===== config.mk =====
export PLATFORM = sky130hd
export DESIGN_NAME = json_type_key_extractor_flat
export DESIGN_NICKNAME = d
export VERILOG_FILES = /design/src/rtl/jtke_pkg.sv /design/src/rtl/jtke_in_if.sv /design/src/rtl/jtke_out_if.sv /design/src/rtl/jtke_emitter.sv /design/src/rtl/json_type_key_extractor.sv /design/src/flat_wrapper.sv
export VERILOG_INCLUDE_DIRS = /design/src /design/src/rtl
export SDC_FILE = /design/constraint.sdc
export NUM_CORES = 1
export LEC_CHECK = 0
export BUFFER_PORTS_ARGS = -buffer_cell sky130_fd_sc_hd__buf_2
export CAP_MARGIN = 20
export CORE_MARGIN = 5
export CORE_UTILIZATION = 35
export CTS_CLUSTER_DIAMETER = 40
export DETAILED_ROUTE_END_ITERATION = 10
export GPL_ROUTABILITY_DRIVEN = 1
export SETUP_SLACK_MARGIN = 0.1
export SYNTH_ARGS = -nofsm -noshare
export SYNTH_HDL_FRONTEND = slang
export SYNTH_SLANG_ARGS = --single-unit

===== constraint.sdc =====
create_clock -name clk -period 3.7 [get_ports clk]
set_input_delay 0.74 -clock clk [delete_from_list [all_inputs] [get_ports clk]]
set_output_delay 0.74 -clock clk [all_outputs]
set_load 0.1 [all_outputs]

===== src/rtl/json_type_key_extractor_assert.svh =====
// assertion macros used by the extractor's emitter
`ifndef JSON_TYPE_KEY_EXTRACTOR_ASSERT_SVH
`define JSON_TYPE_KEY_EXTRACTOR_ASSERT_SVH

// same-cycle implication, sampled on clk, off during reset
`define JTKE_ASSERT_NOW(lbl, ante, cons, msg) \
    lbl: assert property (@(posedge clk) disable iff (!rst_n) (ante) |-> (cons)) else $error(msg);

// next-cycle implication, sampled on clk, off during reset
`define JTKE_ASSERT_NEXT(lbl, ante, cons, msg) \
    lbl: assert property (@(posedge clk) disable iff (!rst_n) (ante) |=> (cons)) else $error(msg);

`endif


===== src/rtl/jtke_pkg.sv =====
package jtke_pkg;

    // width of capture counts, value capacity and buffer addresses
    localparam int CNT_W = 6;

    localparam logic [7:0] CH_LBRACE = 8'h7b;
    localparam logic [7:0] CH_RBRACE = 8'h7d;
    localparam logic [7:0] CH_LBRACK = 8'h5b;
    localparam logic [7:0] CH_RBRACK = 8'h5d;
    localparam logic [7:0] CH_COLON  = 8'h3a;
    localparam logic [7:0] CH_COMMA  = 8'h2c;
    localparam logic [7:0] CH_QUOTE  = 8'h22;
    localparam logic [7:0] CH_BSLASH = 8'h5c;

    // key spelled "type"
    localparam logic [7:0] KEY_WORD [4] = '{8'h74, 8'h79, 8'h70, 8'h65};
    localparam logic [2:0] KEY_LEN = 3'd4;

    // status codes
    localparam logic STAT_FOUND     = 1'b0;
    localparam logic STAT_NOT_FOUND = 1'b1;

    // result kinds
    localparam logic KIND_CHAR   = 1'b0;
    localparam logic KIND_STATUS = 1'b1;

    // result job from the parser to the emitter
    typedef struct packed {
        logic             valid;
        logic             is_dump;
        logic             code;
        logic [CNT_W-1:0] count;
    } job_t;

    // capture buffer write
    typedef struct packed {
        logic             en;
        logic [CNT_W-1:0] addr;
        logic [7:0]       data;
    } wr_t;

    function automatic logic is_space(input logic [7:0] b);
        return b inside {8'h20, 8'h09, 8'h0a, 8'h0d};
    endfunction

endpackage


===== src/rtl/jtke_in_if.sv =====
interface jtke_in_if;
    logic       valid;
    logic       ready;
    logic [7:0] in_byte;
    logic       last_byte;

    modport source (output valid, output in_byte, output last_byte, input ready);
    modport sink (input valid, input in_byte, input last_byte, output ready);
endinterface


===== src/rtl/jtke_out_if.sv =====
interface jtke_out_if;
    logic       valid;
    logic       ready;
    logic       out_kind;
    logic [7:0] value_char;
    logic       status_code;
    logic       run_end;

    modport source (output valid, output out_kind, output value_char, output status_code,
                    output run_end, input ready);
    modport sink (input valid, input out_kind, input value_char, input status_code,
                  input run_end, output ready);
endinterface


===== src/rtl/jtke_emitter.sv =====
`include "json_type_key_extractor_assert.svh"

module jtke_emitter #(
    parameter int VALUE_MAX = 32
) (
    input  logic          clk,
    input  logic          rst_n,
    input  jtke_pkg::wr_t wr,
    input  jtke_pkg::job_t job_in,
    output logic          busy,
    jtke_out_if.source    out_ch
);

    localparam int AW = (VALUE_MAX > 1) ? $clog2(VALUE_MAX) : 1;

    // captured value bytes, no reset
    logic [7:0] mem [VALUE_MAX];

    logic                       job_valid_reg, job_valid_next;
    jtke_pkg::job_t             job_reg;
    logic [jtke_pkg::CNT_W-1:0] idx_reg, idx_next;
    logic [7:0]                 rd_data_reg;
    logic                       out_valid_reg, out_valid_next;
    logic                       out_kind_reg, status_code_reg, run_end_reg;
    logic [7:0]                 value_char_reg;

    logic out_free;
    logic load_char;
    logic load_status;

    assign out_free = !out_valid_reg || out_ch.ready;
    assign busy     = job_valid_reg;

    // pick the next word for the output register
    always_comb
    begin
        load_char   = 1'b0;
        load_status = 1'b0;
        idx_next    = idx_reg;
        if (job_valid_reg && out_free)
        begin
            if (job_reg.is_dump && (idx_reg < job_reg.count))
            begin
                load_char = 1'b1;
                idx_next  = idx_reg + 1'b1;
            end
            else
            begin
                load_status = 1'b1;
                idx_next    = '0;
            end
        end
        job_valid_next = load_status ? 1'b0 : job_valid_reg;
        if (job_in.valid)
        begin
            job_valid_next = 1'b1;
        end
        if (load_char || load_status)
        begin
            out_valid_next = 1'b1;
        end
        else
        begin
            out_valid_next = out_valid_reg && !out_ch.ready;
        end
    end

    // buffer write and prefetching read of the next byte to emit
    always_ff @(posedge clk)
    begin
        if (wr.en)
        begin
            mem[wr.addr[AW-1:0]] <= wr.data;
        end
        rd_data_reg <= mem[idx_next[AW-1:0]];
    end

    // control state
    always_ff @(posedge clk or negedge rst_n)
    begin
        if (!rst_n)
        begin
            job_valid_reg <= 1'b0;
            idx_reg       <= '0;
            out_valid_reg <= 1'b0;
        end
        else
        begin
            job_valid_reg <= job_valid_next;
            idx_reg       <= idx_next;
            out_valid_reg <= out_valid_next;
        end
    end

    // job and output payload
    always_ff @(posedge clk)
    begin
        if (job_in.valid)
        begin
            job_reg <= job_in;
        end
        if (load_char)
        begin
            out_kind_reg    <= jtke_pkg::KIND_CHAR;
            value_char_reg  <= rd_data_reg;
            status_code_reg <= jtke_pkg::STAT_FOUND;
            run_end_reg     <= 1'b0;
        end
        else if (load_status)
        begin
            out_kind_reg    <= jtke_pkg::KIND_STATUS;
            value_char_reg  <= 8'h00;
            status_code_reg <= job_reg.code;
            run_end_reg     <= 1'b1;
        end
    end

    assign out_ch.valid       = out_valid_reg;
    assign out_ch.out_kind    = out_kind_reg;
    assign out_ch.value_char  = value_char_reg;
    assign out_ch.status_code = status_code_reg;
    assign out_ch.run_end     = run_end_reg;

    `JTKE_ASSERT_NOW(a_idx_in_range, job_valid_reg && job_reg.is_dump, idx_reg <= job_reg.count, "dump index past count")
    `JTKE_ASSERT_NEXT(a_status_ends_job, load_status, !job_valid_reg, "job still pending after status")
    `JTKE_ASSERT_NOW(a_no_write_in_dump, wr.en, !job_valid_reg, "buffer written during pending job")

endmodule


===== src/rtl/json_type_key_extractor.sv =====
// results: a result is held in the emitter's job register, then loaded into the output register
// found: buffered value bytes follow one per cycle unless output stalls, then the status word
// throughput: one byte per cycle; a byte with results holds input until its last result is
//   loaded, one value byte at a time through the single buffer read port
// reset: parser returns to frame start, capacity to 32; capture buffer is not cleared
module json_type_key_extractor #(
    parameter int VALUE_MAX = 32,
    parameter int DEPTH_MAX = 255
) (
    input  logic                       clk,
    input  logic                       rst_n,
    input  logic                       cfg_we,
    input  logic [jtke_pkg::CNT_W-1:0] cfg_data,
    jtke_in_if.sink                    in_ch,
    jtke_out_if.source                 out_ch
);

    localparam int CW = jtke_pkg::CNT_W;
    localparam int DW = $clog2(DEPTH_MAX + 1);

    typedef enum logic [3:0] {
        PH_START, PH_KEY_WS, PH_KEY, PH_COLON, PH_VAL_WS, PH_SKIP_STR,
        PH_SKIP_SCALAR, PH_NEST, PH_NEST_STR, PH_AFTER_VAL, PH_CAPTURE
    } phase_t;

    typedef enum logic [1:0] {ADV_MORE, ADV_FOUND, ADV_FAIL} adv_t;

    phase_t          phase_reg, phase_next;
    logic [DW-1:0]   depth_reg, depth_next;
    logic            brace_reg, brace_next;
    logic            esc_reg, esc_next;
    logic [2:0]      match_reg, match_next;
    logic            mismatch_reg, mismatch_next;
    logic [CW-1:0]   count_reg, count_next;
    logic            resolved_reg, resolved_next;
    logic [CW-1:0]   cap_reg;

    adv_t            adv;
    logic            acc;
    logic            busy;
    logic [7:0]      b;
    logic [7:0]      opener, closer;
    logic [CW-1:0]   cap_eff, limit, k;
    logic            store;
    jtke_pkg::job_t  job;
    jtke_pkg::wr_t   wr;

    assign in_ch.ready = !busy;
    assign acc         = in_ch.valid && in_ch.ready;
    assign b           = in_ch.in_byte;
    assign opener      = brace_reg ? jtke_pkg::CH_LBRACE : jtke_pkg::CH_LBRACK;
    assign closer      = brace_reg ? jtke_pkg::CH_RBRACE : jtke_pkg::CH_RBRACK;
    assign cap_eff     = (cap_reg > CW'(VALUE_MAX)) ? CW'(VALUE_MAX) : cap_reg;
    assign limit       = cap_eff - 1'b1;
    assign k           = (count_reg > limit) ? limit : count_reg;
    assign store       = (({1'b0, count_reg} + 1'b1) < {1'b0, cap_eff})
                         && (count_reg < CW'(VALUE_MAX));

    // one parser step per byte
    always_comb
    begin
        phase_next    = phase_reg;
        depth_next    = depth_reg;
        brace_next    = brace_reg;
        esc_next      = esc_reg;
        match_next    = match_reg;
        mismatch_next = mismatch_reg;
        count_next    = count_reg;
        resolved_next = resolved_reg;
        adv           = ADV_MORE;
        wr            = '0;
        job           = '0;
        if (!resolved_reg)
        begin
            if (cap_reg == '0)
            begin
                adv = ADV_FAIL;
            end
            else
            begin
                case (phase_reg)
                    PH_START:
                    begin
                        if (b == jtke_pkg::CH_LBRACE)
                            phase_next = PH_KEY_WS;
                        else if (!jtke_pkg::is_space(b))
                            adv = ADV_FAIL;
                    end
                    PH_KEY_WS, PH_AFTER_VAL:
                    begin
                        if (b == jtke_pkg::CH_QUOTE)
                        begin
                            phase_next    = PH_KEY;
                            esc_next      = 1'b0;
                            match_next    = '0;
                            mismatch_next = 1'b0;
                        end
                        else if (phase_reg == PH_AFTER_VAL && b == jtke_pkg::CH_COMMA)
                            phase_next = PH_KEY_WS;
                        else if (!jtke_pkg::is_space(b))
                            adv = ADV_FAIL;
                    end
                    PH_KEY:
                    begin
                        if (!esc_reg && b == jtke_pkg::CH_QUOTE)
                            phase_next = PH_COLON;
                        else
                        begin
                            if (esc_reg)
                                esc_next = 1'b0;
                            else if (b == jtke_pkg::CH_BSLASH)
                                esc_next = 1'b1;
                            if (match_reg < jtke_pkg::KEY_LEN
                                && b == jtke_pkg::KEY_WORD[match_reg[1:0]])
                                match_next = match_reg + 1'b1;
                            else
                                mismatch_next = 1'b1;
                        end
                    end
                    PH_COLON:
                    begin
                        if (b == jtke_pkg::CH_COLON)
                            phase_next = PH_VAL_WS;
                        else if (!jtke_pkg::is_space(b))
                            adv = ADV_FAIL;
                    end
                    PH_VAL_WS:
                    begin
                        if (!jtke_pkg::is_space(b))
                        begin
                            esc_next = 1'b0;
                            if (match_reg == jtke_pkg::KEY_LEN && !mismatch_reg)
                            begin
                                if (b != jtke_pkg::CH_QUOTE)
                                    adv = ADV_FAIL;
                                else
                                begin
                                    count_next = '0;
                                    phase_next = PH_CAPTURE;
                                end
                            end
                            else if (b == jtke_pkg::CH_QUOTE)
                                phase_next = PH_SKIP_STR;
                            else if (b == jtke_pkg::CH_LBRACE || b == jtke_pkg::CH_LBRACK)
                            begin
                                brace_next = (b == jtke_pkg::CH_LBRACE);
                                depth_next = DW'(1);
                                phase_next = PH_NEST;
                            end
                            else if (b == jtke_pkg::CH_COMMA)
                                phase_next = PH_KEY_WS;
                            else if (b == jtke_pkg::CH_RBRACE)
                                adv = ADV_FAIL;
                            else
                                phase_next = PH_SKIP_SCALAR;
                        end
                    end
                    PH_SKIP_STR, PH_NEST_STR:
                    begin
                        if (esc_reg)
                            esc_next = 1'b0;
                        else if (b == jtke_pkg::CH_BSLASH)
                            esc_next = 1'b1;
                        else if (b == jtke_pkg::CH_QUOTE)
                            phase_next = (phase_reg == PH_SKIP_STR) ? PH_AFTER_VAL : PH_NEST;
                    end
                    PH_SKIP_SCALAR:
                    begin
                        if (b == jtke_pkg::CH_COMMA)
                            phase_next = PH_KEY_WS;
                        else if (b == jtke_pkg::CH_RBRACE)
                            adv = ADV_FAIL;
                        else if (jtke_pkg::is_space(b))
                            phase_next = PH_AFTER_VAL;
                    end
                    PH_NEST:
                    begin
                        if (b == jtke_pkg::CH_QUOTE)
                        begin
                            esc_next   = 1'b0;
                            phase_next = PH_NEST_STR;
                        end
                        else if (b == opener)
                        begin
                            if (depth_reg >= DW'(DEPTH_MAX))
                                adv = ADV_FAIL;
                            else
                                depth_next = depth_reg + 1'b1;
                        end
                        else if (b == closer)
                        begin
                            if (depth_reg <= DW'(1))
                            begin
                                depth_next = '0;
                                phase_next = PH_AFTER_VAL;
                            end
                            else
                                depth_next = depth_reg - 1'b1;
                        end
                    end
                    PH_CAPTURE:
                    begin
                        if (!esc_reg && b == jtke_pkg::CH_QUOTE)
                            adv = ADV_FOUND;
                        else
                        begin
                            if (esc_reg)
                                esc_next = 1'b0;
                            else if (b == jtke_pkg::CH_BSLASH)
                                esc_next = 1'b1;
                            if (store)
                            begin
                                wr.en      = acc;
                                wr.addr    = count_reg;
                                wr.data    = b;
                                count_next = count_reg + 1'b1;
                            end
                        end
                    end
                    default:
                    begin
                        adv = ADV_FAIL;
                    end
                endcase
            end
        end

        // results of this byte
        if (adv == ADV_FOUND)
        begin
            job.valid     = acc;
            job.is_dump   = 1'b1;
            job.code      = jtke_pkg::STAT_FOUND;
            job.count     = k;
            resolved_next = 1'b1;
        end
        else if (adv == ADV_FAIL)
        begin
            job.valid     = acc;
            job.code      = jtke_pkg::STAT_NOT_FOUND;
            resolved_next = 1'b1;
        end

        // frame end: report if unresolved, then back to frame start
        if (in_ch.last_byte)
        begin
            if (!resolved_next)
            begin
                job.valid = acc;
                job.code  = jtke_pkg::STAT_NOT_FOUND;
            end
            phase_next    = PH_START;
            depth_next    = '0;
            brace_next    = 1'b0;
            esc_next      = 1'b0;
            match_next    = '0;
            mismatch_next = 1'b0;
            count_next    = '0;
            resolved_next = 1'b0;
        end
    end

    // parser state and capacity register
    always_ff @(posedge clk or negedge rst_n)
    begin
        if (!rst_n)
        begin
            phase_reg    <= PH_START;
            depth_reg    <= '0;
            brace_reg    <= 1'b0;
            esc_reg      <= 1'b0;
            match_reg    <= '0;
            mismatch_reg <= 1'b0;
            count_reg    <= '0;
            resolved_reg <= 1'b0;
            cap_reg      <= CW'(32);
        end
        else
        begin
            if (cfg_we)
            begin
                cap_reg <= cfg_data;
            end
            if (acc)
            begin
                phase_reg    <= phase_next;
                depth_reg    <= depth_next;
                brace_reg    <= brace_next;
                esc_reg      <= esc_next;
                match_reg    <= match_next;
                mismatch_reg <= mismatch_next;
                count_reg    <= count_next;
                resolved_reg <= resolved_next;
            end
        end
    end

    // capture buffer and result sequencing
    jtke_emitter #(
        .VALUE_MAX (VALUE_MAX)
    ) u_emitter (
        .clk    (clk),
        .rst_n  (rst_n),
        .wr     (wr),
        .job_in (job),
        .busy   (busy),
        .out_ch (out_ch)
    );

endmodule


===== src/flat_wrapper.sv =====
// flat-port wrapper written by rule: the top's interface ports become plain ports
module json_type_key_extractor_flat 
#(
    parameter int VALUE_MAX = 32,
    parameter int DEPTH_MAX = 255
)
  (clk, rst_n, cfg_we, cfg_data, in_ch_valid, in_ch_in_byte, in_ch_last_byte, in_ch_ready, out_ch_valid, out_ch_out_kind, out_ch_value_char, out_ch_status_code, out_ch_run_end, out_ch_ready);
  jtke_in_if in_ch_i ();
  jtke_out_if out_ch_i ();
  input  logic clk;
  input  logic rst_n;
  input  logic cfg_we;
  input  logic [jtke_pkg::CNT_W-1:0] cfg_data;
  input wire logic [$bits(in_ch_i.valid)-1:0] in_ch_valid;
  input wire logic [$bits(in_ch_i.in_byte)-1:0] in_ch_in_byte;
  input wire logic [$bits(in_ch_i.last_byte)-1:0] in_ch_last_byte;
  output wire logic [$bits(in_ch_i.ready)-1:0] in_ch_ready;
  output wire logic [$bits(out_ch_i.valid)-1:0] out_ch_valid;
  output wire logic [$bits(out_ch_i.out_kind)-1:0] out_ch_out_kind;
  output wire logic [$bits(out_ch_i.value_char)-1:0] out_ch_value_char;
  output wire logic [$bits(out_ch_i.status_code)-1:0] out_ch_status_code;
  output wire logic [$bits(out_ch_i.run_end)-1:0] out_ch_run_end;
  input wire logic [$bits(out_ch_i.ready)-1:0] out_ch_ready;
  assign in_ch_i.valid = in_ch_valid;
  assign in_ch_i.in_byte = in_ch_in_byte;
  assign in_ch_i.last_byte = in_ch_last_byte;
  assign in_ch_ready = in_ch_i.ready;
  assign out_ch_valid = out_ch_i.valid;
  assign out_ch_out_kind = out_ch_i.out_kind;
  assign out_ch_value_char = out_ch_i.value_char;
  assign out_ch_status_code = out_ch_i.status_code;
  assign out_ch_run_end = out_ch_i.run_end;
  assign out_ch_i.ready = out_ch_ready;
  json_type_key_extractor #(.VALUE_MAX(VALUE_MAX), .DEPTH_MAX(DEPTH_MAX)) u_core (.clk(clk), .rst_n(rst_n), .cfg_we(cfg_we), .cfg_data(cfg_data), .in_ch(in_ch_i), .out_ch(out_ch_i));
endmodule

* Word-level counts from Yosys, hierarchy flattened *
Memory sizes are Yosys's and may differ from the RTL's. A register that Yosys moved wholly into a read port is not among the register bits.
Index checks and enable logic that the tools add are counted.

word-level totals
  input port bits = 20
  bits in writable memories = 256
  flip-flop bits (word level) = 57
  latch bits = 0
  memories kept = 1
  word-level logic and storage cells = 277
  output and inout bits = 13
  bits in read-only memories = 0

memory list
  name                  words  width  rd ports  clocked after memory_dff  write ports  RTL line            text
  u_core.u_emitter.mem  32     8      1         1                         1            jtke_emitter.sv:17  logic [7:0] mem [VALUE_MAX];

operators by class
  multiply operators = 0
  $lt $le $gt $ge = 9
  add/subtract/negate cells = 7
  equality and inequality tests = 64
  bitwise logic cells = 1
  reductions and logical operators = 41
  multiplexer cells = 135
  shift-type cells = 0
  divide/modulo/power cells = 0

operators with widths
  kind                                           number
  2-to-1 mux 8 bit                               16
  2-to-1 mux 4 bit                               26
  2-to-1 mux 6 bit                               13
  2-to-1 mux 15 bit                              5
  2-to-1 mux 1 bit                               43
  2-to-1 mux 2 bit                               17
  != test 3 bit, second input constant           11
  == test 8 x 6 -> 1 bit, second input constant  4
  == test 8 x 7 -> 1 bit, second input constant  4
  one-hot mux 4 bit (8 select lines)             1
  != test 3 x 2 -> 1 bit, second input constant  9
  == test 8 x 4 -> 1 bit, second input constant  3
  == test 8 bit                                  3
  AND reduction 7 bit                            3
  != test 4 x 2 -> 1 bit, second input constant  5
  AND reduction 19 bit                           1
  2-to-1 mux 3 bit                               6
  binary-select mux 8 bit (select 2 bit)         1
  == test 4 x 3 -> 1 bit, second input constant  4
  one-hot mux 2 bit (8 select lines)             1
  one-hot mux 8 bit (2 select lines)             1
  adder 6 x 1 -> 6 bit, second input constant    2
  == test 4 bit, second input constant           3
  one-hot mux 6 bit (2 select lines)             1
  other kinds (45)                               74

* Depth between registers and ports, before layout *
  depth in word-level cells = 16
  gate-level depth with buffers = 13
  mapped depth without buffers = 12

* Modules after synthesis *
Synthesis repeated with hierarchy kept, for this count alone.

second synthesis, totals
  cell total of the unflattened synthesis = 1105
  area, all modules = 14541.4 sq um

modules (own cells, without submodules)
  module                   instances  area each (sq um)  seq. area each (sq um)  cells an instance
  jtke_emitter             1          11506.0            8568.2                  710
  json_type_key_extractor  1          3035.4             777.0                   395

* Least setup slack after synthesis *
Ideal clock, no wire load.

  kind = register -> register
  start = register u_core.count_reg[0]
  end = memory u_core.u_emitter.mem[31][0] (enable)
  required time = 3.305 ns
  slack = 0.177 ns
  cell stages (with the launch flop) = 10
  arrival = 3.128 ns
  cell sequence = dfrtp_1 ha_1 ha_1 nor2b_4 o21a_1 o21a_1 o21a_1 o21a_1 or3_1 nor4_1

on the way
  longest elaborated chain between the ends = 10
  elaborated cells between the ends (all ways) = 11
  classes of those cells = add/sub: 1; order compare: 2; mux: 7; reduce/logical: 1

ends and longest elaborated chain
  what                                    RTL line                        text
  start: declaration                      json_type_key_extractor.sv:34   logic [CW-1:0] count_reg, count_next;
  start signal: assignment                json_type_key_extractor.sv:292  count_reg <= count_next;
  adder 6 x 1 -> 7 bit                    json_type_key_extractor.sv:56   assign store = (({1'b0, count_reg} + 1'b1) < {1'b0, cap_eff})
  less-than comparator 7 x 6 -> 1 bit     json_type_key_extractor.sv:56
  logical AND 1 bit                       json_type_key_extractor.sv:57   && (count_reg < CW'(VALUE_MAX));
  2-to-1 mux 15 bit (*)                   json_type_key_extractor.sv:211  if (store)
  2-to-1 mux 15 bit (*)                   json_type_key_extractor.sv:203  if (!esc_reg && b == jtke_pkg::CH_QUOTE)
  2-to-1 mux 15 bit (*)                   json_type_key_extractor.sv:81   case (phase_reg)
  2-to-1 mux 15 bit (*)                   json_type_key_extractor.sv:75   if (cap_reg == '0)
  2-to-1 mux 15 bit (*)                   json_type_key_extractor.sv:73   if (!resolved_reg)
  2-to-1 mux 1 bit                        jtke_emitter.sv:71              if (wr.en)
  2-to-1 mux 1 bit (not written as such)  jtke_emitter.sv:73              mem[wr.addr[AW-1:0]] <= wr.data;
  end: declaration                        jtke_emitter.sv:17

Every way passes the cells marked *; elsewhere a longest branch is shown, timed or not.

* Worst setup path in the final report *
  start = register u_core.cap_reg[5]
  end = memory u_core.u_emitter.mem[0][2] (enable)

on the way
  longest elaborated chain between the ends = 11
  elaborated cells between the ends (all ways) = 12
  classes of those cells = order compare: 2; mux: 8; reduce/logical: 2

ends and longest elaborated chain
  what                                    RTL line                        text
  start: declaration                      json_type_key_extractor.sv:36   logic [CW-1:0] cap_reg;
  start signal: assignment                json_type_key_extractor.sv:282  cap_reg <= cfg_data;
  greater-than comparator 6 bit           json_type_key_extractor.sv:53   assign cap_eff = (cap_reg > CW'(VALUE_MAX)) ? CW'(VALUE_MAX) : cap_reg;
  2-to-1 mux 6 bit                        json_type_key_extractor.sv:53
  less-than comparator 7 x 6 -> 1 bit     json_type_key_extractor.sv:56
  logical AND 1 bit                       json_type_key_extractor.sv:57
  2-to-1 mux 15 bit                       json_type_key_extractor.sv:211
  2-to-1 mux 15 bit                       json_type_key_extractor.sv:203
  2-to-1 mux 15 bit                       json_type_key_extractor.sv:81
  2-to-1 mux 15 bit (*)                   json_type_key_extractor.sv:75
  2-to-1 mux 15 bit (*)                   json_type_key_extractor.sv:73
  2-to-1 mux 1 bit                        jtke_emitter.sv:71
  2-to-1 mux 1 bit (not written as such)  jtke_emitter.sv:73

Marks and branches as above.

==> results.sh <==
export IMPL_tns_ns=0
export IMPL_crit_fanout=8
export IMPL_row_count=74
export IMPL_route_detailed_drc=0
export IMPL_grt_max_degree=70
export IMPL_reg2reg_from="u_core.cap_reg[5]$_DFFE_PN1P_"
export IMPL_grt_first_pass_wirelength_mm=59.8
export IMPL_setup_viol=0
export IMPL_worstMarginPinSlew_ns=0.960
export IMPL_critical_path_slowest_cell="dfstp_2"
export IMPL_cts_buffers=46
export IMPL_synth_edf_count=272
export IMPL_drt_vias_per_instance=5.57
export IMPL_met1_usage=0.216
export IMPL_cts_tree="yes"
export IMPL_arrival_ns=3.58
export IMPL_antenna_found_initial=0
export IMPL_required_ns=3.96
export IMPL_place_congestion=0.856
export IMPL_overflow=0
export IMPL_ant_nets=0
export IMPL_grt_pass1_vias=10300
export IMPL_rsz0062_at_grt="false"
export IMPL_cpPeakStageDelay_ns=0.53
export IMPL_area_growth_pct=19.4
export IMPL_p_per_area_nw_per_um2=721
export IMPL_clock_sinks=321
export IMPL_die_y_um=214
export IMPL_slew_headroom=0.355
export IMPL_ir_drop_uv=533
export IMPL_synth_nets=1226
export IMPL_synth_yosys_seq_area_share=0.643
export IMPL_hold_viol_final=0
export IMPL_finClkSkew_ns=0.0258
export IMPL_cpMostUsedCell="o21a_1"
export IMPL_synth_distinct_cells=73
export IMPL_path_cells="clkinv_1, nand2_1, ha_1, nor2b_4, o21a_1, o21a_1, o21a_1, o21a_1, nor4_4, nand4b_1, buf_4, nor2_1, buf_4"
export IMPL_nets=1308
export IMPL_core_area_um2=41000
export IMPL_cts_root_buf="clkbuf_16"
export IMPL_antennaDiodeCount=0
export IMPL_synthFlopType="edfxtp_1"
export IMPL_drt_pass1_iter_count=5
export IMPL_clk_latency_ns=0.56
export IMPL_p_leak_nw=6.25
export IMPL_clk_pin_slew_ns=0.05
export IMPL_crit_start="u_core.cap_reg[5]$_DFFE_PN1P_"
export IMPL_io_buffers=32
export IMPL_num_vias=10200
export IMPL_drive_gt1_frac=0.165
export IMPL_max_freq_mhz=301
export IMPL_critPathLaunchType="flip-flop"
export IMPL_dp_hpwl_mm=25.0
export IMPL_grt_util_all_layers=0.170
export IMPL_use_met2=0.296
export IMPL_io_pins=33
export IMPL_grt_busiest_layer="met2"
export IMPL_start_util=0.355
export IMPL_syn_area_per_cell_um2=12.3
export IMPL_post_cts_buffers=0
export IMPL_rrSetupSlack_ns=0.38
export IMPL_cts_max_level=2
export IMPL_regArea_um2=9350
export IMPL_finalCriticalPeriod_ns=3.32
export IMPL_min_period_over_period=0.898
export IMPL_die_w_um=214
export IMPL_max_cap_violations=0
export IMPL_status="finished clean"
export IMPL_clockBufferDepth=3
export IMPL_grtUsageMet3=0.0268
export IMPL_syn_area_um2=14500
export IMPL_largest_reg_flops=256
export IMPL_ys_ff_latch=321
export IMPL_drv_slew=0
export IMPL_dieArea_um2=45700
export IMPL_wl_mm=38.9
export IMPL_crit_type="flip-flop to flip-flop"
export IMPL_fillerInstances=3761
export IMPL_synthArstFlopShare=0.121
export IMPL_yosysWarnings=0
export IMPL_wl_per_cell_um=21.2
export IMPL_hold_class="input pin to async pin"
export IMPL_end_kind="flip-flop"
export IMPL_multi_input_area_um2=4790
export IMPL_drtIter0Drc=799
export IMPL_synthCells=1180
export IMPL_fin_util=0.423
==> timing repair <==
action                                 CTS  global route
hold buffers                             0             0
resized for setup                        0             3
setup endpoints to repair                0            73
endpoints found under the hold margin    0             0
==> layer usage <==
layer / share of wire / wire length (um)
met5: 0 / 0
met4: 0.028 / 1110
met3: 0.056 / 2180
met2: 0.51 / 19700
met1: 0.41 / 15900
==> where the power goes <==
group / switching (W) / internal [W] / total [W]
registers: 0.000127 / 0.00407 / 0.00419
clock network: 0.00166 / 0.00271 / 0.00437
logic: 0.00275 / 0.00120 / 0.00395
==> final cells by class <==
| type | count | share of cell area |
|---|---|---|
| repair buffers | 111 | 0.0506 |
| multi-input cells | 750 | 0.276 |
| inverters | 32 | 0.00692 |
| flip-flops and latches | 321 | 0.538 |
| clock buffers | 59 | 0.0715 |
| well taps | 532 | 0.0383 |
| clock inverters | 27 | 0.0190 |
==> worst max-delay path: cells and delay by family, from the launching register on <==
kind | cells | cell delay (ns)
simple gates | 5 | 0.97
buf+inv | 3 | 0.60
fa+ha+maj | 1 | 0.24
flops | 1 | 0.53
compound gates | 4 | 0.71
==> synthesized netlist by cell type (12+ instances only) <==
| cell | count | area [um^2] |
|---|---|---|
| nor2b_1 | 12 | 75.1 |
| a221o_1 | 23 | 230 |
| edfxtp_1 | 272 | 8170 |
| and2_1 | 20 | 125 |
| nand3_1 | 121 | 606 |
| o31ai_1 | 16 | 120 |
| and3_1 | 14 | 87.6 |
| nor3_1 | 15 | 75.1 |
| o21ai_0 | 28 | 140 |
| mux2i_1 | 18 | 180 |
| a21oi_1 | 25 | 125 |
| clkbuf_1 | 49 | 184 |
| a31oi_1 | 24 | 150 |
| nor2_1 | 69 | 259 |
| dfrtp_1 | 38 | 951 |
| a211oi_1 | 30 | 225 |
| a221oi_1 | 18 | 158 |
| inv_1 | 30 | 113 |
| nand2_1 | 117 | 439 |
| a311oi_1 | 16 | 140 |
| buf_2 | 23 | 115 |
| ha_1 | 26 | 325 |
==> through the flow <==
step                      hold WS [ns]  setup WS, ns  total power (W)  std cells  cell area, um^2
after floorplan                  0.444         0.177          0.00697       1180            14500
after global placement           0.444         0.372          0.00819       1746            15800
after CTS                        0.362         0.305           0.0126       1832            17400
final                            0.353         0.376           0.0125       1832            17400
after global routing             0.411         0.147           0.0131       1832            17400
after detailed placement         0.446         0.336          0.00821       1746            15800
==> cells by family after synthesis <==
| logic type | synth area share |
|---|---|
| multiplexers | 0.0178 |
| flip-flops | 0.643 |
| AO/OA/AOI/OAI | 0.130 |
| AND/OR/NAND/NOR | 0.146 |
| adder cells (fa/ha/maj) | 0.0224 |
| buffers and inverters | 0.0304 |
| XOR/XNOR | 0.0102 |
==> cell usage in the layout, fill, tap and decap left out, types with 24 or more instances in the layout <==
| cell type | instances |
|---|---|
| inv_1 | 30 |
| ha_1 | 26 |
| o21ai_0 | 28 |
| buf_4 | 69 |
| nand2_1 | 115 |
| dfrtp_1 | 37 |
| nand3_1 | 121 |
| clkbuf_16 | 47 |
| a21oi_1 | 25 |
| a31oi_1 | 24 |
| a211oi_1 | 30 |
| nor2_1 | 66 |
| buf_2 | 32 |
| edfxtp_1 | 272 |
==> worst paths after layout <==
check                                                              endpoint  cells past startpoint
hold / removal                              u_core.depth_reg[5]$_DFFE_PN0P_                      1
setup reg to reg                       u_core.u_emitter.mem[0][2]$_DFFE_PP_                     13
setup / recovery                       u_core.u_emitter.mem[0][2]$_DFFE_PP_                     13
hold reg to reg            u_core.u_emitter.out_ch.status_code$_SDFFE_PP0P_                      2
min in group clk                              u_core.cap_reg[5]$_DFFE_PN1P_                      3
max in group asynchronous                   u_core.count_reg[2]$_DFFE_PN0P_                      1
No activity file was read; power rests on OpenSTA's default activity.
